## src/rtl/imu_frame_parser_unit_defines.svh

```systemverilog
// Assertion macros used by the IMU frame parser core.
`ifndef IMU_FRAME_PARSER_UNIT_DEFINES_SVH
`define IMU_FRAME_PARSER_UNIT_DEFINES_SVH

`ifndef ASSERT_OFF
`define IFP_ASSERT(name, prop, msg) \
  name: assert property (@(posedge clk) disable iff (rst) (prop)) else $error(msg);
`define IFP_ASSERT_NEXT(name, cond, prop, msg) \
  name: assert property (@(posedge clk) disable iff (rst) (cond) |=> (prop)) else $error(msg);
`else
`define IFP_ASSERT(name, prop, msg)
`define IFP_ASSERT_NEXT(name, cond, prop, msg)
`endif

`endif

```

## src/rtl/imu_fp_pkg.sv

```systemverilog
// Types and constants of the IMU frame parser.
`default_nettype none

package imu_fp_pkg;

  localparam int IN_DATA_W  = 40;
  localparam int OUT_DATA_W = 160;
  localparam int RES_W      = 153;

  localparam logic [7:0] HDR_BYTE  = 8'h5A;
  localparam logic [7:0] TYPE_GYRO = 8'hAA;
  localparam logic [7:0] TYPE_YAW  = 8'hBB;

  localparam logic [2:0] FRAME_LAST = 3'd4;

  localparam logic signed [11:0] GYRO_SCALE = 12'sd2000;
  localparam logic signed [8:0]  YAW_SCALE  = 9'sd180;

  typedef enum logic [2:0] {
    ST_OK    = 3'd0,
    ST_EMPTY = 3'd1,
    ST_BUSY  = 3'd2,
    ST_CRC   = 3'd3,
    ST_TYPE  = 3'd4
  } status_code_t;

  typedef struct packed {
    logic [31:0] now_ms;
    logic [7:0]  rx_byte;
    logic        action;
  } item_t;

  typedef struct packed {
    logic               fresh;
    logic [31:0]        last_update_ms;
    logic [31:0]        bad_frames;
    logic [31:0]        good_frames;
    logic               yaw_ok;
    logic signed [23:0] yaw_angle;
    logic               gyro_ok;
    logic signed [26:0] gyro_rate;
    status_code_t       status;
  } result_t;

endpackage

`default_nettype wire

```

## src/rtl/imu_fp_in_reg.sv

```systemverilog
// Input register stage holding one request until the core takes it.
`default_nettype none

module imu_fp_in_reg
  import imu_fp_pkg::*;
(
  input  logic                 clk,
  input  logic                 rst,
  input  logic                 in_valid,
  output logic                 in_ready,
  input  logic [IN_DATA_W-1:0] in_data,
  input  logic                 in_user,
  input  logic                 advance,
  output logic                 item_valid,
  output item_t                item
);

  assign in_ready = !rst && (!item_valid || advance);

  always_ff @(posedge clk) begin
    if (rst) begin
      item_valid <= 1'b0;
    end else if (in_ready) begin
      item_valid <= in_valid;
    end
  end

  always_ff @(posedge clk) begin
    if (in_valid && in_ready) begin
      item.action  <= in_user;
      item.rx_byte <= in_data[7:0];
      item.now_ms  <= in_data[39:8];
    end
  end

endmodule

`default_nettype wire

```

## src/rtl/imu_fp_core.sv

```systemverilog
// Frame decode, sample state and result register of the IMU frame parser.
`default_nettype none

`include "imu_frame_parser_unit_defines.svh"

module imu_fp_core
  import imu_fp_pkg::*;
(
  input  logic    clk,
  input  logic    rst,
  input  logic    item_valid,
  input  item_t   item,
  output logic    advance,
  output logic    res_valid,
  input  logic    res_ready,
  output result_t res
);

  logic [2:0]         idx, idx_next;
  logic [3:0][7:0]    fb, fb_next;
  logic signed [26:0] gyro, gyro_next;
  logic               gyro_seen, gyro_seen_next;
  logic signed [23:0] yaw, yaw_next;
  logic               yaw_seen, yaw_seen_next;
  logic [31:0]        ok_count, ok_count_next;
  logic [31:0]        err_count, err_count_next;
  logic [31:0]        stamp, stamp_next;
  logic               new_flag, new_flag_next;

  logic [7:0]         sum;
  logic signed [15:0] raw;
  logic signed [26:0] gyro_prod;
  logic signed [23:0] yaw_prod;
  status_code_t       status;
  logic               fresh_out;

  assign advance   = item_valid && (!res_valid || res_ready);
  assign sum       = fb[0] + fb[1] + fb[2] + fb[3];
  assign raw       = $signed({fb[3], fb[2]});
  assign gyro_prod = 27'(raw) * 27'(GYRO_SCALE);
  assign yaw_prod  = 24'(raw) * 24'(YAW_SCALE);

  always_comb begin
    idx_next       = idx;
    fb_next        = fb;
    gyro_next      = gyro;
    gyro_seen_next = gyro_seen;
    yaw_next       = yaw;
    yaw_seen_next  = yaw_seen;
    ok_count_next  = ok_count;
    err_count_next = err_count;
    stamp_next     = stamp;
    new_flag_next  = new_flag;
    status         = ST_EMPTY;
    fresh_out      = new_flag;
    if (item.action) begin
      status        = (gyro_seen || yaw_seen) ? ST_OK : ST_EMPTY;
      new_flag_next = 1'b0;
    end else begin
      if (idx == 3'd0) begin
        if (item.rx_byte == HDR_BYTE) begin
          fb_next[0] = item.rx_byte;
          idx_next   = 3'd1;
          status     = ST_BUSY;
        end
      end else if (idx < FRAME_LAST) begin
        fb_next[idx[1:0]] = item.rx_byte;
        idx_next          = idx + 3'd1;
        status            = ST_BUSY;
      end else begin
        idx_next = 3'd0;
        if (sum != item.rx_byte) begin
          err_count_next = err_count + 32'd1;
          status         = ST_CRC;
          if (item.rx_byte == HDR_BYTE) begin
            fb_next[0] = HDR_BYTE;
            idx_next   = 3'd1;
          end
        end else if (fb[1] == TYPE_GYRO || fb[1] == TYPE_YAW) begin
          if (fb[1] == TYPE_GYRO) begin
            gyro_next      = gyro_prod;
            gyro_seen_next = 1'b1;
          end else begin
            yaw_next      = yaw_prod;
            yaw_seen_next = 1'b1;
          end
          ok_count_next = ok_count + 32'd1;
          stamp_next    = item.now_ms;
          new_flag_next = 1'b1;
          status        = ST_OK;
        end else begin
          err_count_next = err_count + 32'd1;
          status         = ST_TYPE;
        end
      end
      fresh_out = new_flag_next;
    end
  end

  always_ff @(posedge clk) begin
    if (rst) begin
      idx       <= 3'd0;
      fb        <= '0;
      gyro      <= '0;
      gyro_seen <= 1'b0;
      yaw       <= '0;
      yaw_seen  <= 1'b0;
      ok_count  <= '0;
      err_count <= '0;
      stamp     <= '0;
      new_flag  <= 1'b0;
    end else if (advance) begin
      idx       <= idx_next;
      fb        <= fb_next;
      gyro      <= gyro_next;
      gyro_seen <= gyro_seen_next;
      yaw       <= yaw_next;
      yaw_seen  <= yaw_seen_next;
      ok_count  <= ok_count_next;
      err_count <= err_count_next;
      stamp     <= stamp_next;
      new_flag  <= new_flag_next;
    end
  end

  always_ff @(posedge clk) begin
    if (rst) begin
      res_valid <= 1'b0;
    end else if (advance) begin
      res_valid <= 1'b1;
    end else if (res_ready) begin
      res_valid <= 1'b0;
    end
  end

  always_ff @(posedge clk) begin
    if (advance) begin
      res.status         <= status;
      res.gyro_rate      <= gyro_next;
      res.gyro_ok        <= gyro_seen_next;
      res.yaw_angle      <= yaw_next;
      res.yaw_ok         <= yaw_seen_next;
      res.good_frames    <= ok_count_next;
      res.bad_frames     <= err_count_next;
      res.last_update_ms <= stamp_next;
      res.fresh          <= fresh_out;
    end
  end

  `IFP_ASSERT(a_idx_range, idx <= FRAME_LAST, "frame byte index out of range")
  `IFP_ASSERT_NEXT(a_hold_state, !advance,
                   $stable(ok_count) && $stable(err_count) && $stable(idx),
                   "state moved without a request")
  `IFP_ASSERT_NEXT(a_read_clears, advance && item.action,
                   !new_flag && res.fresh == $past(new_flag), "read did not clear new-data")
  `IFP_ASSERT_NEXT(a_ok_count, advance && status == ST_OK && !item.action,
                   ok_count == $past(ok_count) + 32'd1 && new_flag,
                   "accepted frame not counted")
  `IFP_ASSERT_NEXT(a_stall_hold, res_valid && !res_ready, res_valid && $stable(res),
                   "stalled result changed")

endmodule

`default_nettype wire

```

## src/rtl/imu_frame_parser_unit.sv

```systemverilog
// A request's result reaches m_tdata through the input register and then the result register.
// Throughput: one request per cycle while m_tready takes results; the frame state updates in one pass per request.
// The input stage accepts while its register is empty or the core advances, also while a finished result waits.
// Reset (rst, synchronous, active high) clears the frame index, samples, flags and counters.
// After reset the block accepts requests as soon as rst is low.
`default_nettype none

module imu_frame_parser_unit
  import imu_fp_pkg::*;
(
  input  logic                  clk,
  input  logic                  rst,
  input  logic                  s_tvalid,
  output logic                  s_tready,
  input  logic [IN_DATA_W-1:0]  s_tdata,   // rx_byte[7:0], now_ms[39:8]
  input  logic                  s_tuser,   // action
  output logic                  m_tvalid,
  input  logic                  m_tready,
  output logic [OUT_DATA_W-1:0] m_tdata    // status, gyro_rate, gyro_ok, yaw_angle, yaw_ok,
                                           // good_frames, bad_frames, last_update_ms, fresh
);

  logic    advance;
  logic    item_valid;
  item_t   item;
  result_t res;

  imu_fp_in_reg u_in_reg (
    .clk        (clk),
    .rst        (rst),
    .in_valid   (s_tvalid),
    .in_ready   (s_tready),
    .in_data    (s_tdata),
    .in_user    (s_tuser),
    .advance    (advance),
    .item_valid (item_valid),
    .item       (item)
  );

  imu_fp_core u_core (
    .clk        (clk),
    .rst        (rst),
    .item_valid (item_valid),
    .item       (item),
    .advance    (advance),
    .res_valid  (m_tvalid),
    .res_ready  (m_tready),
    .res        (res)
  );

  assign m_tdata = {(OUT_DATA_W - RES_W)'(0), res};

endmodule

`default_nettype wire

```

## config.mk

```make
export PLATFORM = sky130hd
export DESIGN_NAME = imu_frame_parser_unit
export DESIGN_NICKNAME = d
export VERILOG_FILES = /design/src/rtl/imu_fp_pkg.sv /design/src/rtl/imu_fp_in_reg.sv /design/src/rtl/imu_fp_core.sv /design/src/rtl/imu_frame_parser_unit.sv
export VERILOG_INCLUDE_DIRS = /design/src /design/src/rtl
export SDC_FILE = /design/constraint.sdc
export NUM_CORES = 1
export LEC_CHECK = 0
export ABC_AREA = 1
export BUFFER_PORTS_ARGS = -buffer_cell sky130_fd_sc_hd__buf_2
export CAP_MARGIN = 25
export CORE_ASPECT_RATIO = 1.1
export CORE_MARGIN = 1
export CORE_UTILIZATION = 45
export CTS_BUF_LIST = sky130_fd_sc_hd__clkbuf_8 sky130_fd_sc_hd__clkbuf_16
export DETAILED_ROUTE_END_ITERATION = 16
export PLACE_DENSITY = 0.69
export SYNTH_ARGS = -nofsm -noshare
export SYNTH_HDL_FRONTEND = slang
export SYNTH_SLANG_ARGS = --single-unit
```

## constraint.sdc

```tcl
create_clock -name clk -period 4.6 [get_ports clk]
set_input_delay 0.46 -clock clk [delete_from_list [all_inputs] [get_ports clk]]
set_output_delay 0.46 -clock clk [all_outputs]
set_load 0.01 [all_outputs]
```

==> results.yml, run 1 <==
floorplanning:
  die_y_um: 234
  floorplan.initialDensity_pct: 45.9
  core_um2: 48100
  chipWidth_um: 213
  io_pins: 207
  die_area_um2: 50000
  rows: 84
synthesis:
  avgSynthCellArea_um2: 8.66
  netlist_area_um2: 22100
  synthTopCellsByArea: "edfxtp_1 (26%), dfxtp_1 (17%), fa_1 (8.4%), inv_1 (8.1%), nand2_1 (7.4%)"
  synth_top_area_cell: "edfxtp_1"
  synth-seq-area-share_pct: 43.3
  synth_cells: 2552
  synthFlopType: "edfxtp_1"
  synth_top_area_share_pct: 26.4
  synth.distinct_cells: 45
  ys_seq_elements: 381
  synth_edf_count: 194
  synth-async-reset-ratio_pct: 0
  yosys_warnings: 0
sta:
  final.setup.tns_ps: 0
  rsz0062_at_grt: "true"
  post-route-period-util_pct: 96.5
  finalSetupViolCount: 0
  hold_violations: 0
  slew_headroom_pct: 36.4
  tightestPinTransition_ps: 953
  skew_ps: 16.7
  layout_min_cycle_time_ps: 4440
  fmax_mhz: 225
  drv_slew: 0
  setup_slack_ps: 161
routing:
  drt_wl_total_mm: 54.9
  dr.first_iter.drc_count: 998
  wl_per_cell_um: 15.9
  ant_nets: 0
  drc_errors: 0
  vias: 17600
  dr.pass1.iters: 6
  via_per_inst: 5.09
clock_network:
  cts_root_buf: "clkbuf_16"
  cts_tree: "built"
  cts_buffers: 41
  cts_hold_buf: 0
  clkTransAtPathRegs_ps: 60
  clockBufferDepth: 3
  worstSkewPairLatency_ps: 570
  h-tree-depth: 2
  clock-sinks: 381
pwr:
  p_leak_nw: 12.6
  p_per_area_nw_per_um2: 293
  ir_worst_vdd_uv: 238
min_path:
  worstHoldStart: "s_tdata[33]"
  hold_end: "u_in_reg.item[34]"
  holdPathStages: 1
  holdCritPathClass: "in2reg"
global_routing:
  gr-total-overflow: 0
  track_usage_pct: 22.1
  grt_pass1_vias: 17200
  grt_max_degree: 145
  grt_first_pass_wirelength_mm: 87.5
  antenna_found_initial: 2
setup_path:
  crit_path_cell_trace: "fa_1, inv_1, fa_1, inv_1, fa_1, inv_1, fa_1, inv_1, ha_1, buf_4, a21oi_4, nand2_2, nand3_1, nand4_1, nand2_1, o211ai_1, xor2_1, nand2_1, nand2_1"
  crit_family: "adder cells"
  worstReg2RegStart: "u_core.fb[20]"
  ff2ff_setup_slack_ps: 160
  path_max_fanout: 6
  rr_worst_depth: 19
  crit_arrival_ps: 4750
  startpoint_type: "flip-flop"
  critPathKind: "reg2reg"
  cpMaxStageDelayCell: "fa_1"
  cpPeakStageDelay_ps: 560
  crit_path_end_kind: "flip-flop"
  worstPathRequired_ps: 4910
  r2r_end: "u_core.res[27]"
  crit_buf_inv: 5
finish:
  fillers: 4462
  layout.nets: 3028
  final_common_cell: "inv_1"
  drive_above_1_share_pct: 16.1
  syn_to_final_growth_pct: 15.3
  mostFrequentLayoutCells: "inv_1 (480), nand2_1 (435), buf_2 (198), edfxtp_1 (194), dfxtp_1 (181)"
  final_util_pct: 53.0
place:
  post-place-ws_ps: -99.8
  io_buffers: 199
  gp_congestion: 0.883
  hpwl_mm: 40.2
job:
  maxCapViolCount: 0
status:
  run_status: "finished clean"
sequential cells by signal (all words and copies together) (netlist names), 3 cells and up:
name and count:
u_in_reg.item 41, u_core.res 153, u_core.err_count 32, u_core.fb 32
u_core.gyro 27, u_core.ok_count 32, u_core.yaw 24, u_core.stamp 32
u_core.idx 3
per-layer routing:
layer	vias to the layer above	wire, um	GRT usage [%]
met1	8395	23100	27.2
met2	403	27700	39.0
li1	8684	-	-
met3	106	2280	2.99
met5	-	0	0
met4	0	1870	8.26
cell usage after synthesis (2+ instances only):
master / number
a211oi_1: 2
a21boi_0: 2
a21o_1: 8
a21oi_1: 135
a31oi_1: 5
and3_1: 2
buf_1: 7
buf_2: 14
buf_4: 13
buf_6: 4
clkbuf_1: 55
dfxtp_1: 187
edfxtp_1: 194
fa_1: 93
ha_1: 116
inv_1: 478
inv_2: 6
nand2_1: 438
nand2_2: 43
nand2_4: 4
nand3_1: 178
nand3b_1: 3
nand4_1: 56
nor2_1: 143
nor2_2: 4
nor2_4: 3
nor2_8: 2
nor3_1: 39
nor4_1: 5
o21ai_0: 163
o21ai_1: 13
o21bai_1: 38
o21bai_2: 20
o31ai_1: 2
or2_2: 3
xnor2_1: 18
xor2_1: 48
report_power, final:
group          switching, mW  total (mW)  internal [mW]
combinational          0.345       0.524          0.179
sequential            0.0869        3.83           3.74
clock                   1.40        3.10           1.70
timing repair:
action | CTS | global route
pin swaps | 0 | 13
hold endpoints to repair | 0 | 0
gates resized for setup | 5 | 42
setup endpoints to repair | 14 | 55
buffers inserted | 0 | 3
stage by stage:
step | hold slack [ps] | instance area (um2) | instances | total power, mW
6_report | 63.4 | 25500 | 3453 | 7.46
5_1_grt | 32.0 | 25500 | 3453 | 7.73
4_1_cts | 27.1 | 25300 | 3448 | 7.54
3_5_place_dp | 442 | 24100 | 3373 | 4.43
3_3_place_gp | 436 | 24000 | 3372 | 4.40
2_1_floorplan | 425 | 22100 | 2558 | 4.23
worst reg2reg max path, cell delays in order, from the launching register on:
cell	delay [ps]
dfxtp_4	370
fa_1	510
inv_1	50
fa_1	480
inv_1	60
fa_1	560
inv_1	60
fa_1	540
inv_1	40
ha_1	290
buf_4	170
a21oi_4	130
nand2_2	70
nand3_1	90
nand4_1	210
nand2_1	140
o211ai_1	100
xor2_1	160
nand2_1	90
nand2_1	70
cell families after synthesis:
group                      count (synthesis)  synth area share (%)
xor gates and xnor gates                  66                  2.61
adders and majority gates                209                  15.0
other                                      1                0.0170
DFF                                      381                  43.3
and+or+nand+nor                          928                  18.8
AOI/OAI and AO/OA                        389                  10.0
buffers and inverters                    578                  10.2
how the worst max path moves through the flow:
stage	start	end	slack, ps	depth (start not counted)
after floorplan	u_core.fb[31]	u_core.gyro[26]	210	18
after global placement	u_core.fb[26]	u_core.res[22]	-160	17
after detailed placement	u_core.fb[26]	u_core.res[22]	-100	17
after CTS	u_core.fb[21]	u_core.res[27]	40	18
after global routing	u_core.fb[23]	u_core.gyro[24]	-40	21
final	u_core.fb[20]	u_core.res[27]	160	19
final cells by class:
type	instances	area [um2]	share of cell area (%)
Sequential cell	381	9580	37.6
Inverter	485	1830	7.18
Multi-Input combinational cell	1599	10500	41.0
Antenna cell	2	5.00	0.0196
Timing Repair Buffer	266	1560	6.11
Clock inverter	34	224	0.878
Clock buffer	41	1030	4.02
Tap cell	645	807	3.16
Note: power is estimated with default switching activity, not from simulation.
==> run 2, diff against run 1 <==
ABC_AREA = 0   (was 1)
==> results.yml, run 2 <==
status:
  run_status: "complete, but fails checks"
  violations: "negative setup slack"
synthesis:
  synth-seq-area-share_pct: 45.8
  synth_cells: 2056
  yosys_warnings: 0
  synth-xor-area-share_pct: 6.88
  synth_top_area_cell: "edfxtp_1"
  synth_compound_area_share_pct: 7.41
  synth_top_family_by_area: "simple AND/OR/NAND/NOR gates"
  synthSimpleGateAreaFrac_pct: 16.1
  synth-async-reset-ratio_pct: 0
  synth_edf_count: 194
  avgSynthCellArea_um2: 10.2
  synthTopCellsByArea: "edfxtp_1 (28%), dfxtp_1 (18%), fa_1 (8.9%), ha_1 (7.0%), xnor2_1 (4.2%)"
  synthFlopType: "edfxtp_1"
  ys_seq_elements: 381
  netlist_area_um2: 20900
  synthMuxAreaShare_pct: 2.24
  synthAdderAreaFrac_pct: 15.9
  synth_common_cells: "inv_1 (206), nand2_1 (201), edfxtp_1 (194), nor2_1 (194), dfxtp_1 (187)"
  synth_most_common_cell: "inv_1"
  synth.distinct_cells: 67
  synth_top_area_share_pct: 27.9
floorplanning:
  chipWidth_um: 207
  core_um2: 45700
  rows: 82
  io_pins: 207
  floorplan.initialDensity_pct: 45.7
  die_area_um2: 47300
  die_y_um: 228
finish:
  regMostFlops: "u_core.res"
  fin_cells: 2952
  largest_reg_flops: 153
  fillers: 3832
  layout.nets: 2587
  syn_to_final_growth_pct: 20.4
  largestRegisters: "u_core.res x153, u_in_reg.item x41"
  drive_above_1_share_pct: 22.8
  antennaDiodeCount: 0
  mostFrequentLayoutCells: "nand2_1 (200), inv_1 (198), buf_2 (198), edfxtp_1 (194), nor2_1 (193)"
  final_common_cell: "nand2_1"
routing:
  ant_nets: 0
  vias: 15500
  dr.first_iter.drc_count: 880
  via_per_inst: 5.25
  dr.pass1.iters: 5
  drt_wl_total_mm: 49.6
  drc_errors: 0
  wl_per_cell_um: 16.8
global_routing:
  track_usage_pct: 20.4
  grt_first_pass_wirelength_mm: 78.5
  grt_max_degree: 84
  gr-total-overflow: 0
  antenna_found_initial: 0
  grt_pass1_vias: 15200
clock_network:
  clkTransAtPathRegs_ps: 60
  clock-sinks: 381
  cts_root_buf: "clkbuf_16"
  h-tree-depth: 2
  cts_tree: "built"
  clockBufferDepth: 3
  worstSkewPairLatency_ps: 540
  cts_buffers: 39
pwr:
  p_leak_nw: 10.6
  p_per_area_nw_per_um2: 287
  ir_worst_vdd_uv: 198
sta:
  post-route-period-util_pct: 101
  skew_ps: 14.1
  fmax_mhz: 216
  tightestPinTransition_ps: 923
  drv_slew: 0
  setup_slack_ps: -39.3
  layout_min_cycle_time_ps: 4640
  final.setup.tns_ps: -39.3
  hold_violations: 0
  finalSetupViolCount: 1
  rsz0062_at_grt: "true"
  slew_headroom_pct: 38.5
job:
  maxCapViolCount: 0
place:
  io_buffers: 199
  hpwl_mm: 36.3
  dp.cells: 2873
  gp_congestion: 0.894
setup_path:
  crit_arrival_ps: 5100
  crit_path_cell_trace: "buf_4, ha_2, xor2_2, ha_4, fa_1, inv_1, fa_1, inv_1, ha_4, nand3_2, and3b_2, a211o_1, a21oi_2, nor3_4, o21bai_1, or4b_4, a21oi_2"
  cpMaxStageDelayCell: "fa_1"
  crit_path_end_kind: "flip-flop"
  startpoint_type: "flip-flop"
  worstPathRequired_ps: 5060
  cpPeakStageDelay_ps: 530
  critPathKind: "reg2reg"
  path_max_fanout: 9
min_path:
  holdCritPathClass: "in2reg"
[run 2: cell types whose count changed in the layout (fill, tap and decap cells not counted), moves of 55 or more]
cell / change
nor2_1: +55
nand3_1: -105
inv_1: -282
nand2_1: -235
o21ai_0: -122
xnor2_1: +80
[run 2: worst paths after layout]
path	slack (ps)	start	cells after the start	end
worst min register to register	450	u_core.yaw[3]	2	u_core.yaw[3]
worst max-delay path	-40	u_core.fb[18]	17	u_core.gyro[24]
worst min-delay path	90	s_tdata[23]	1	u_in_reg.item[24]
worst max register to register	-40	u_core.fb[18]	17	u_core.gyro[24]
[run 2: kinds of logic after synthesis]
group / after synthesis
compound gates: 247
xor+xnor: 164
fa+ha+maj: 209
buf+inv: 302
flops: 381
mux: 42
other cells: 1
simple gates: 710
[run 2: final cells by class]
type	count	area, um2	share of cell area (%)
inverters	207	788	3.14
flip-flops and latches	381	9600	38.2
clock inverters	29	239	0.951
well taps	588	736	2.93
repair buffers	325	2030	8.08
multi-input cells	1379	10700	42.6
clock buffers	43	1040	4.15
[run 2: routing by layer]
layer	wire (um)	vias to the layer above	part of all wire (%)	track usage, %
li1	-	7509	-	-
met1	21400	7463	43	26.6
met2	24400	422	49	34.9
met3	2250	97	4.5	2.37
met4	1620	0	3.3	7.58
met5	0	-	0	0
[run 2: what timing repair did]
action,in CTS,in global routing
hold buffers,0,0
gates cloned,0,0
pin swaps,4,38
resized for setup,16,88
buffers inserted,0,6
endpoints found under the hold margin,0,0
setup endpoints to repair,35,150
[run 2: where the power goes]
group          switching [mW]  total, mW  internal, mW
logic                   0.217      0.331         0.114
clock network            1.34       3.15          1.81
registers              0.0473       3.73          3.68
total                    1.60       7.21          5.61
[run 2: worst max-delay path: cells and delay by family, from the launching register on]
family	cells	cell delay (ps)
adder cells (fa/ha/maj)	5	1950
AO/OA/AOI/OAI	4	870
AND/OR/NAND/NOR	4	870
flip-flops	1	330
buffers and inverters	3	310
XOR/XNOR	1	210
[run 2: metrics by stage]
step / hold slack [ps] / instance area, um2 / setup WS, ps / power [mW] / util (%)
after floorplan: 431 / 20900 / 0.648 / 3.99 / -
final: 87.0 / 25100 / -39.3 / 7.21 / 55.1
after CTS: 67.9 / 24600 / -19.5 / 7.27 / 53.9
after global routing: 70.8 / 25100 / -111 / 7.42 / 55.1
after global placement: 437 / 23300 / -97.1 / 4.12 / 50.9
after detailed placement: 449 / 23300 / -132 / 4.13 / 50.9
